`config.mk`:
```
export PLATFORM = sky130hd
export DESIGN_NAME = bis_ctrl
export DESIGN_NICKNAME = d
export VERILOG_FILES = /design/src/rtl/bis_pkg.sv /design/src/rtl/bis_ctrl.sv
export SDC_FILE = /design/constraint.sdc
export NUM_CORES = 1
export LEC_CHECK = 0
export ABC_AREA = 1
export BUFFER_PORTS_ARGS = -buffer_cell sky130_fd_sc_hd__buf_2
export CORE_MARGIN = 2
export CORE_UTILIZATION = 35
export DETAILED_ROUTE_END_ITERATION = 8
export MAX_ROUTING_LAYER = met4
export PLACE_DENSITY_LB_ADDON = 0.3
export SLEW_MARGIN = 20
export SYNTH_ARGS = -nofsm -noshare
export SYNTH_HDL_FRONTEND = slang
export SYNTH_SLANG_ARGS = --single-unit
export TNS_END_PERCENT = 50
```
`constraint.sdc`:
```
create_clock -name clk -period 1.8 [get_ports clk]
set_input_delay 0.09 -clock clk [delete_from_list [all_inputs] [get_ports clk]]
set_output_delay 0.09 -clock clk [all_outputs]
set_load 0.05 [all_outputs]
```
`src/rtl/bis_pkg.sv`:
```
`default_nettype none
package bis_pkg;

    // Fixed field widths
    localparam int PW   = 10;           // position field
    localparam int CW   = 11;           // size register
    localparam int CCW  = 3;            // channel count register
    localparam int CHN  = 4;            // channels per pixel
    localparam int PIXW = 16;           // channel field

    // Axis mapping arithmetic
    localparam int NW    = 2 * CW + 1;  // signed numerator (2p+1)*src - dst
    localparam int REMW  = NW - 1;      // divider remainder
    localparam int DW    = CW + 1;      // denominator 2*dst
    localparam int QW    = CW;          // floor index
    localparam int DSW   = DW + QW - 1; // shifted denominator
    localparam int AXW   = DW + 2;      // signed axis weight
    localparam int WPW   = 2 * AXW;     // product of two axis weights
    localparam int PRODW = 2 * DW;      // product of two denominators
    localparam int ACCW  = PIXW + 1 + WPW + 2;

    typedef enum logic [0:0] {
        OP_LOAD   = 1'b0,
        OP_SAMPLE = 1'b1
    } op_t;

    typedef enum logic [2:0] {
        REG_SRC_W  = 3'd0,
        REG_SRC_H  = 3'd1,
        REG_DST_W  = 3'd2,
        REG_DST_H  = 3'd3,
        REG_SRC_CH = 3'd4,
        REG_DST_CH = 3'd5
    } reg_idx_t;

    typedef struct packed {
        logic       capture;
        logic       wr_en;
        logic       ax_step;
        logic       wprod;
        logic       rd_en;
        logic [1:0] rd_sel;
        logic       q_init;
        logic       q_step;
        logic       out_load;
    } cmd_t;

    typedef struct packed {
        logic load_ok;
        logic sample_ok;
        logic out_busy;
    } stat_t;

endpackage
`default_nettype wire

```
`src/rtl/bis_ctrl.sv`:
```
`default_nettype none
module bis_ctrl
    import bis_pkg::*;
#(
    parameter int SAMPLE_BITS = 16
) (
    input  wire logic  clk,
    input  wire logic  rst_n,
    input  wire logic  in_valid,
    input  wire logic  operation,
    output logic       in_ready,
    input  wire stat_t stat,
    output cmd_t       cmd
);

    localparam int QB    = SAMPLE_BITS + 2;
    localparam int STEPS = (QB > QW) ? QB : QW;
    localparam int CNTW  = $clog2(STEPS + 1);

    typedef enum logic [6:0] {
        S_IDLE  = 7'b0000001,
        S_DIV   = 7'b0000010,
        S_WPROD = 7'b0000100,
        S_READ  = 7'b0001000,
        S_QINIT = 7'b0010000,
        S_QDIV  = 7'b0100000,
        S_OUT   = 7'b1000000
    } state_t;

    state_t            state_reg, state_next;
    logic [CNTW-1:0]   cnt_reg, cnt_next;

    assign in_ready = (state_reg == S_IDLE);

    // Sequence one transaction through the datapath
    always_comb
    begin
        state_next = state_reg;
        cnt_next   = cnt_reg;
        cmd        = '0;
        unique case (state_reg)
            S_IDLE:
            begin
                if (in_valid)
                begin
                    if (operation == OP_LOAD)
                    begin
                        cmd.wr_en = stat.load_ok;
                    end
                    else if (stat.sample_ok)
                    begin
                        cmd.capture = 1'b1;
                        cnt_next    = '0;
                        state_next  = S_DIV;
                    end
                end
            end
            S_DIV:
            begin
                cmd.ax_step = 1'b1;
                if (cnt_reg == CNTW'(QW - 1))
                begin
                    cnt_next   = '0;
                    state_next = S_WPROD;
                end
                else
                begin
                    cnt_next = cnt_reg + 1'b1;
                end
            end
            S_WPROD:
            begin
                cmd.wprod  = 1'b1;
                cnt_next   = '0;
                state_next = S_READ;
            end
            S_READ:
            begin
                cmd.rd_en  = (cnt_reg < CNTW'(CHN));
                cmd.rd_sel = cnt_reg[1:0];
                if (cnt_reg == CNTW'(CHN))
                begin
                    cnt_next   = '0;
                    state_next = S_QINIT;
                end
                else
                begin
                    cnt_next = cnt_reg + 1'b1;
                end
            end
            S_QINIT:
            begin
                cmd.q_init = 1'b1;
                cnt_next   = '0;
                state_next = S_QDIV;
            end
            S_QDIV:
            begin
                cmd.q_step = 1'b1;
                if (cnt_reg == CNTW'(QB - 1))
                begin
                    cnt_next   = '0;
                    state_next = S_OUT;
                end
                else
                begin
                    cnt_next = cnt_reg + 1'b1;
                end
            end
            S_OUT:
            begin
                if (!stat.out_busy)
                begin
                    cmd.out_load = 1'b1;
                    state_next   = S_IDLE;
                end
            end
            default:
            begin
                state_next = S_IDLE;
            end
        endcase
    end

    always_ff @(posedge clk or negedge rst_n)
    begin
        if (!rst_n)
        begin
            state_reg <= S_IDLE;
            cnt_reg   <= '0;
        end
        else
        begin
            state_reg <= state_next;
            cnt_reg   <= cnt_next;
        end
    end

    // An accepted valid sample starts the coordinate division
    a_sample_starts: assert property (@(posedge clk) disable iff (!rst_n)
        (in_valid && in_ready && operation == OP_SAMPLE && stat.sample_ok)
        |=> (state_reg == S_DIV))
        else $error("sample transaction did not start division");

    // Frame writes happen only between samples
    a_write_idle: assert property (@(posedge clk) disable iff (!rst_n)
        cmd.wr_en |-> (state_reg == S_IDLE && in_valid))
        else $error("frame write outside idle");

    // A result is preceded by the full blend division
    a_out_after_div: assert property (@(posedge clk) disable iff (!rst_n)
        (state_reg == S_OUT && $past(state_reg) != S_OUT) |-> $past(cmd.q_step))
        else $error("result without finished division");

endmodule
`default_nettype wire

```
Word-level counts from Yosys, hierarchy flattened
Index checks and enable logic that the tools add are counted.

Register bits after elaboration: 12. Bits in latches: 0. Memory bits (writable): 0. ROM bits: 0. Bits of input ports: 7. Output and inout bits: 11. Logic and storage cells: 52. Memories kept: 0.

Add/sub/neg operators: 1. Multiply operators: 0. Divide/modulo/power cells: 0. Order comparisons: 1. Eq/ne operators: 17. Shifts and indexed selects: 0. Multiplexer cells: 27. Bitwise gates (word level): 0. Reduce and logical (&&, ||, !) cells: 4.

Operator list (number): 7-bit 2-to-1 mux (7); 7-bit one-hot mux with 7 select lines (1); 5-bit 2-to-1 mux (6); 5-bit one-hot mux with 5 select lines (1); 2-bit != test (second input constant) (6); 1-bit 2-to-1 mux (9); 7-bit by 1-bit == test with 1-bit output (second input constant) (1); 7-bit by 2-bit == test with 1-bit output (second input constant) (1); 7-bit by 3-bit == test with 1-bit output (second input constant) (1); 7-bit by 4-bit == test with 1-bit output (second input constant) (1); 7-bit by 5-bit == test with 1-bit output (second input constant) (1); 7-bit by 6-bit == test with 1-bit output (second input constant) (1); 7-bit == test (second input constant) (1); 7-bit AND reduction (1); 5-bit by 1-bit adder with 5-bit output (second input constant) (1); 5-bit by 3-bit == test with 1-bit output (second input constant) (1); 5-bit by 4-bit == test with 1-bit output (second input constant) (1); 5-bit == test (second input constant) (1); 5-bit by 3-bit < comparator with 1-bit output (second input constant) (1); 5-bit nonzero test (1); 2-bit 2-to-1 mux (2); 4-bit AND reduction (1); 3-bit 2-to-1 mux (1); 2-bit by 1-bit != test with 1-bit output (second input constant) (1); 2-bit OR reduction (1).

Longest topological paths before layout
Gate-level depths: netlist (run 1).

Depth after elaboration: 4. Mapped depth: 9. Depth with buffers taken out: 9.

Worst setup path before layout (run 1)
No wires, ideal clock.

Path type: flip-flop to output port. From: reg state_reg[4]. To: out cmd[5] in the netlist's numbering. Arrival: 2.284 ns. Data required time: 1.710 ns. Setup slack: -0.574 ns. Stages on the path, launching flop included: 6. Path through: dfrtp_1 > nor2_4 > nand2_4 > nor2_4 > inv_2 > nor4_1.

RTL lines: from (decl) (line bis_ctrl.sv:30) `state_t state_reg, state_next;`; from (signal assigned) (line bis_ctrl.sv:134) `state_reg <= state_next;`; to (decl) (line bis_ctrl.sv:13) `output cmd_t cmd`.

==> key figures, run 1 <==
Run status
  • Status: finished, final reports clean

Timing
  • Period minus WS final: between 1.5 and 2 ns
  • Setup Viol. Count Final: 0
  • Unrepaired setup endpoints after global routing: yes
  • Final Hold Vio Count: 0
  • Worst Skew: roughly 0.0044 ns
  • Relative slew slack: 0.8130
  • Worst slew pin tran: roughly 0.28 ns
  • Setup TNS: 0 ns
  • Fmax: around 0.57 GHz
  • Slew Limit Fails: 0
  • Period utilization: 0.9676

Placement
  • Post-DP HPWL: 1476 µm
  • Placed cell areas: 1006 µm²
  • Port buffer count: 17
  • Inst Count DP: between 150 and 200
  • GPL Wtd Cong: about 0.80

Setup path
  • Startpoint Class: flop
  • Arr. time, crit path: ~1.7 ns
  • Critical path class: reg2out
  • Crit. End Element: primary output
  • Largest fanout on the critical path: 5
  • Crit path from: state_reg[0]
  • Cells on worst reg2reg path: 8
  • RR Startpoint: cnt_reg[0]
  • Reg2reg end: state_reg[4]
  • Reg-to-reg slack, setup: roughly 0.34 ns
  • Worst Path Required: 1.71 ns

Floorplanning
  • Die area: between 2000 and 3000 µm²
  • Die Y: 54.20 µm
  • IO Count: 18
  • Rows: 18
  • Initial core utilization: 0.3627
  • Die Width: between 50 and 60 µm
  • Core Area: ~2400 µm²

Clock tree
  • Root Buffer: clkbuf_4
  • CTS Buf Count: 3
  • CTS tree: yes
  • Worst-path clk slew: 0.08 ns
  • Clk sink count: 12
  • CTS max path bufs: 2
  • Skew-Pair Late Insertion Delay: around 0.27 ns
  • CTS H-tree depth: 1

Worst hold path
  • Hold/Removal Path Class: in2reg
  • Hold Path Origin: stat[0]
  • Worst Hold End: state_reg[6]
  • Hold path depth: 3

GRT
  • Grt total ovfl: 0
  • Vias in the first global route: just over 700
  • Global Route Usage Sum: 0.1535
  • Largest net degree at the start of global routing: 13
  • First-pass GRT wire length: roughly 3100 µm
  • Initial antenna violation count: 0

Synthesis
  • Post-Synth XOR/XNOR Area: 0.02979
  • Synth top area share: 0.3121
  • Biggest area consumer among synthesized cells: dfrtp_1
  • Most frequent cells after synthesis: nand2_1 (28), nor2_1 (16), inv_1 (12)
  • Syn_nets: ~130
  • Mapped Area: 882.1 µm²
  • Post-synth cell types: 24
  • Post-synth EDFFs: 0
  • Cells after synthesis: around 120
  • Compound-Gate Fraction of Synth Area: 0.01135
  • Multiplexer share of the synthesized area: 0
  • Post-Synth Adder-Cell Area: 0.05674
  • Post-Synth Simple-Gate Area: 0.4709
  • FFs w/ async S/R, synth: 1.000
  • Total of warnings raised by yosys: 0
  • FF+latch count, synth: 12
  • Syn avg cell area: between 7 and 8 µm²
  • Largest family of logic cells by synthesized area: simple AND/OR/NAND/NOR gates
  • Most frequent cell after synthesis: nand2_1
  • Post-synth top flop: dfrtp_1
  • Share of the yosys chip area belonging to registers: 0.3418
  • Area contributors post-synth: dfrtp_1 (31%), nand2_1 (12%), nor2_4 (7.7%)

Drt
  • TritonRoute pass-1 iters: 4
  • Metal-1 WL: 874 µm
  • Met3 wire len: 62 µm
  • Post-DR wirelength/cell: 10.86 µm
  • Max Used Layer: met4
  • Routed WL: between 1500 and 2000 µm
  • Routed length on met2: roughly 850 µm
  • Via count: roughly 770
  • Post-DRT Antenna Nets: 0
  • Starting DRT DRC Count: 13
  • Drt drc: 0
  • Via density: 4.636

Final layout
  • Max reg flops: 7
  • Ant. Diodes: 0
  • FF/Latch Area: between 300 and 400 µm²
  • Multi-input logic area: ~520 µm²
  • Share of cells above drive strength 1: 0.3630
  • Fillers: approximately 260
  • Area grow syn2layout: 20.28%
  • Design Area, Final: around 1100 µm²
  • Nets@finish: ~150
  • Non-Filler Instances: 165

Pwr
  • Comb power frac: 0.571
  • Sequential power share: 0.285
  • Power per cell area: around 1400 nW/µm²
  • Lkg Pwr: 0.5373 nW
  • P_sw: ~790 µW
  • Internal power: around 720 µW
  • Peak supply drop: around 800 µV
  • Switching Share: 0.5247
  • Overall Power: about 1.5 mW
  • Proportion of power drawn by the clock network: 0.144

Flow run
  • Max_cap viols: 0
[cells in the final DEF, fill, tap and decap left out, drive strengths merged]
master	netlist	routed
dlygate4sd3	0	1
xor2	3	3
nor2	25	25
nand2	36	36
and3	1	1
o21ai	2	2
ha	4	4
buf	2	17
nor4	1	1
inv	15	15
nand3	8	8
nand4	3	3
clkinv	1	1
nor4b	1	1
dfstp	1	1
clkbuf	0	4
dfrtp	11	11
nor3	1	1
[per-stage QoR]
step	setup WS [ns]	hold slack, ns	utilization
2_1_floorplan	-0.05652	-0.2056	-
3_3_place_gp	0.3023	-0.009940	0.4136
3_5_place_dp	0.2787	-0.009139	0.4136
4_1_cts	0.03258	0.08686	0.4336
5_1_grt	-0.05836	0.09492	0.4362
6_report	0.05826	0.09704	0.4362
[kinds of logic (layout without fill, tap and decap cells)]
kind of cell,Yosys count,after routing
buffers and inverters,18,38
XOR/XNOR,3,3
flip-flops,12,12
adder cells (fa/ha/maj),4,4
AND/OR/NAND/NOR,76,76
AO/OA/AOI/OAI,2,2
[repair_timing]
action | 4_1_cts | 5_1_grt
endpoints found under the hold margin | 12 | 0
gates cloned | 0 | 0
endpoints found under the setup margin | 1 | 2
gates resized for setup | 1 | 4
hold buffers | 1 | 0
buffers inserted | 0 | 0
[power groups by stage]
stage / clock [mW] / sequential (mW) / combinational (mW)
after global routing: 0.238 / 0.442 / 0.966
after floorplan: 0 / 0.401 / 0.749
after CTS: 0.222 / 0.426 / 0.868
final: 0.217 / 0.429 / 0.860
after global placement: 0 / 0.429 / 0.850
after detailed placement: 0 / 0.430 / 0.864
[layer usage]
| metal | GRT usage | vias to the layer above |
|---|---|---|
| met4 | 0.05000 | 0 |
| met1 | 0.1986 | 349 |
| li1 | - | 402 |
| met3 | 0.02500 | 2 |
| met2 | 0.2430 | 12 |
| met5 | - | - |
[critical path, cell delays in order, from the launching register on]
cell	delay (ns)
dfstp_2	0.56
inv_2	0.03
nor2_1	0.08
nand2_1	0.09
nor2_4	0.15
inv_2	0.07
nor4b_4	0.22
buf_6	0.19
[area by class of cell]
| type | instances | share of cell area |
|---|---|---|
| Inverter | 16 | 0.05660 |
| Tap cell | 30 | 0.03538 |
| Multi-Input combinational cell | 85 | 0.4917 |
| Clock buffer | 4 | 0.03420 |
| Sequential cell | 12 | 0.2842 |
| Timing Repair Buffer | 18 | 0.09788 |
[worst max-delay path by stage]
stage,end,slack (ns),cells past startpoint
global route,cmd[8],-0.06,7
global placement,cmd[8],0.30,7
detailed placement,cmd[8],0.28,7
finish,cmd[8],0.06,7
CTS,cmd[8],0.03,7
floorplan,cmd[8],-0.06,6
(Power assumes the default switching activity.)
==> inputs of run 2 (changes only) <==
Settings changed: CAP_MARGIN set to 20, CORE_UTILIZATION 35 to 53, CTS_CLUSTER_DIAMETER set to 50.
==> run 2 against run 1 <==
  * Hold slack worse by 0.024 ns
  * Combinational power about the same
  * Clock power down 18%
  * Register-to-register slack lost 0.03 ns
  * Count of clock-buffer cells in the layout stayed put
  * Cell area down 2.6%
  * Global-route usage rose by 6.5 points
  * Flip-flop and latch count unchanged
  * First-iteration DRC count decreased by 31%
  * Sequential share of layout area up 0.76 points
  * Critical path type unchanged
  * Largest cell class unchanged
  * Highest routed layer unchanged
==> key figures, run 2 (same netlist as run 1, synthesis figures left out) <==
Clock tree
  • Worst-path clk slew: 0.08 ns (about the same)
  • Root Buffer: clkbuf_4
  • CTS tree: yes
  • CTS Buf Count: 3 (unchanged)
  • Clk sink count: 12 (unchanged)
  • CTS max path bufs: 2 (unchanged)
  • Skew-Pair Late Insertion Delay: 0.27 ns (about the same)
  • CTS H-tree depth: 1 (unchanged)

Timing
  • Setup Viol. Count Final: 0 (unchanged)
  • Final worst slack: 0.008873 ns (-0.04939 ns)
  • Worst slew pin tran: 0.2759 ns (-0.004582 ns)
  • Period minus WS final: 1.791 ns (+0.04939 ns)
  • Final Hold Vio Count: 0 (unchanged)
  • Period utilization: 0.9951 (+0.02744)
  • Unrepaired setup endpoints after global routing: yes
  • Slew Limit Fails: 0 (unchanged)
  • Fmax: 0.5583 GHz (-2.8%)
  • Fin Hold WS: 0.07332 ns (-0.02372 ns)
  • Relative slew slack: 0.8161 (+0.003055)
  • Worst Skew: 0.0005425 ns (-0.003902 ns)

GRT
  • Initial antenna violation count: 0 (unchanged)
  • Grt total ovfl: 0 (unchanged)
  • First-pass GRT wire length: 3029 µm (-3.7%)
  • Global Route Usage Sum: 0.2189 (+0.06533)
  • Vias in the first global route: 709 (-0.56%)
  • Largest net degree at the start of global routing: 13 (unchanged)

Final layout
  • Area grow syn2layout: 17.16%
  • Final core occ: 0.6705 (+0.2342)
  • Max reg flops: 7 (unchanged)
  • Most frequent cells in the layout: nand2_1 (28), buf_2 (15), nor2_1 (14), inv_1 (11), dfrtp_1 (11)
  • Commonest non-fill, non-tap cell in the layout: nand2_1
  • Nets@finish: 147 (unchanged)
  • Share of cells above drive strength 1: 0.3556 (-0.007407)
  • Ant. Diodes: 0 (unchanged)
  • Fillers: 144 (-44%)

Setup path
  • Critical path class: reg2out
  • Crit. End Element: primary output
  • Worst path cell trace: inv_2, nor2_1, nand2_1, nor2_4, inv_2, nor4b_4, buf_6
  • Startpoint Class: flop
  • Largest fanout on the critical path: 5 (unchanged)
  • CP peak stage delay: 0.56 ns (about the same)
  • Critical Path Most Common Cell: inv_2
  • Reg-to-reg slack, setup: 0.31 ns (-0.03 ns)
  • Worst Path Required: 1.71 ns (about the same)
  • Critical path's slowest cell: dfstp_2
  • Arr. time, crit path: 1.70 ns (+0.05 ns)

Drt
  • Via count: 765 (unchanged)
  • Routed WL: 1809 µm (+0.95%)
  • Post-DRT Antenna Nets: 0 (unchanged)
  • Post-DR wirelength/cell: 11.98 µm (+10%)
  • Starting DRT DRC Count: 9 (-4)
  • Drt drc: 0 (unchanged)
  • TritonRoute pass-1 iters: 4 (unchanged)
  • Via density: 5.066 (+9.3%)

Pwr
  • Proportion of power drawn by the clock network: 0.121 (-0.023)
  • Overall Power: 1.469 mW (-2.5%)
  • Peak supply drop: 1067 µV (+33%)
  • Lkg Pwr: 0.5313 nW (-1.1%)
  • Internal power: 678.4 µW (-5.2%)
  • Switching Share: 0.5382 (+0.01347)
  • Sequential power share: 0.291 (+0.006)
  • P_sw: 790.6 µW (about the same)
  • Comb power frac: 0.588 (+0.017)
  • Power per cell area: 1421 nW/µm² (+0.13%)

Run status
  • Status: finished, final reports clean

Floorplanning
  • IO Count: 18 (unchanged)
  • Die area: 2007 µm² (-32%)
  • Die Width: 44.80 µm (-17%)
  • Initial core utilization: 0.5722 (+0.2096)
  • Rows: 14 (-4)
  • Core Area: 1541 µm² (-37%)
  • Die Y: 44.80 µm (-17%)

Placement
  • Pre-CTS WS: 0.2391 ns (-0.03965 ns)
  • Post-DP HPWL: 1489 µm (+0.89%)
  • GPL Wtd Cong: 0.7650 (-4.9%)
  • Port buffer count: 17 (unchanged)

Flow run
  • Max_cap viols: 0 (unchanged)

Worst hold path
  • Hold/Removal Path Class: in2reg
[run 2: cell counts in the layout (fill, tap and decap cells not counted)]
No cell type changed its count.
[run 2: timing repair]
action                     in CTS  in global routing
cloned                          0                  0
hold buffers                    1                  0
resized for setup               2                  3
buffers inserted                0                  0
hold endpoints to repair       12                  0
setup endpoints to repair       1                  2
[run 2: path summary, 6_finish.rpt]
check | start | endpoint | cells past startpoint
worst max-delay path | state_reg[0] | cmd[8] | 7
worst min-delay path | stat[0] | state_reg[6] | 3
worst max register to register | cnt_reg[0] | state_reg[4] | 8
worst min register to register | cnt_reg[1] | cnt_reg[1] | 2
max in group asynchronous | rst_n | state_reg[0] | 2
min in group asynchronous | rst_n | cnt_reg[0] | 2
[run 2: cell type report]
class | count | area [µm²] | share of cell area
Clock buffer | 4 | 26.28 | 0.02542
Inverter | 16 | 60.06 | 0.05811
Multi-Input combinational cell | 85 | 521.8 | 0.5048
Sequential cell | 12 | 301.5 | 0.2918
Tap cell | 16 | 20.02 | 0.01937
Timing Repair Buffer | 18 | 103.9 | 0.1005
[run 2: metal layers]
metal / vias to the layer above / routed length (µm) / global-route usage
li1: 394 / - / -
met1: 350 / 783 / 0.2455
met2: 14 / 937 / 0.3855
met3: 7 / 49 / 0.02400
met4: 0 / 38 / 0.1059
met5: - / 0 / -
[run 2: power groups by stage]
stage,sequential (mW),clock (mW),combinational (mW)
5_1_grt,0.438,0.195,0.953
3_3_place_gp,0.426,0,0.832
4_1_cts,0.425,0.179,0.868
3_5_place_dp,0.432,0,0.860
2_1_floorplan,0.401,0,0.749
6_report,0.428,0.178,0.863
[run 2: stage by stage]
stage	cell area (µm²)	setup TNS [ns]	cells
after floorplan	902.1	-0.05652	115
after global placement	988.4	0	146
after detailed placement	988.4	0	146
after CTS	1031	0	151
after global routing	1033	-0.04418	151
final	1033	0	151
[run 2: critical path, delay by kind of cell (launching register included)]
kind / cells / cell delay (ns)
simple gates: 4 / 0.55
buf+inv: 3 / 0.31
flops: 1 / 0.56
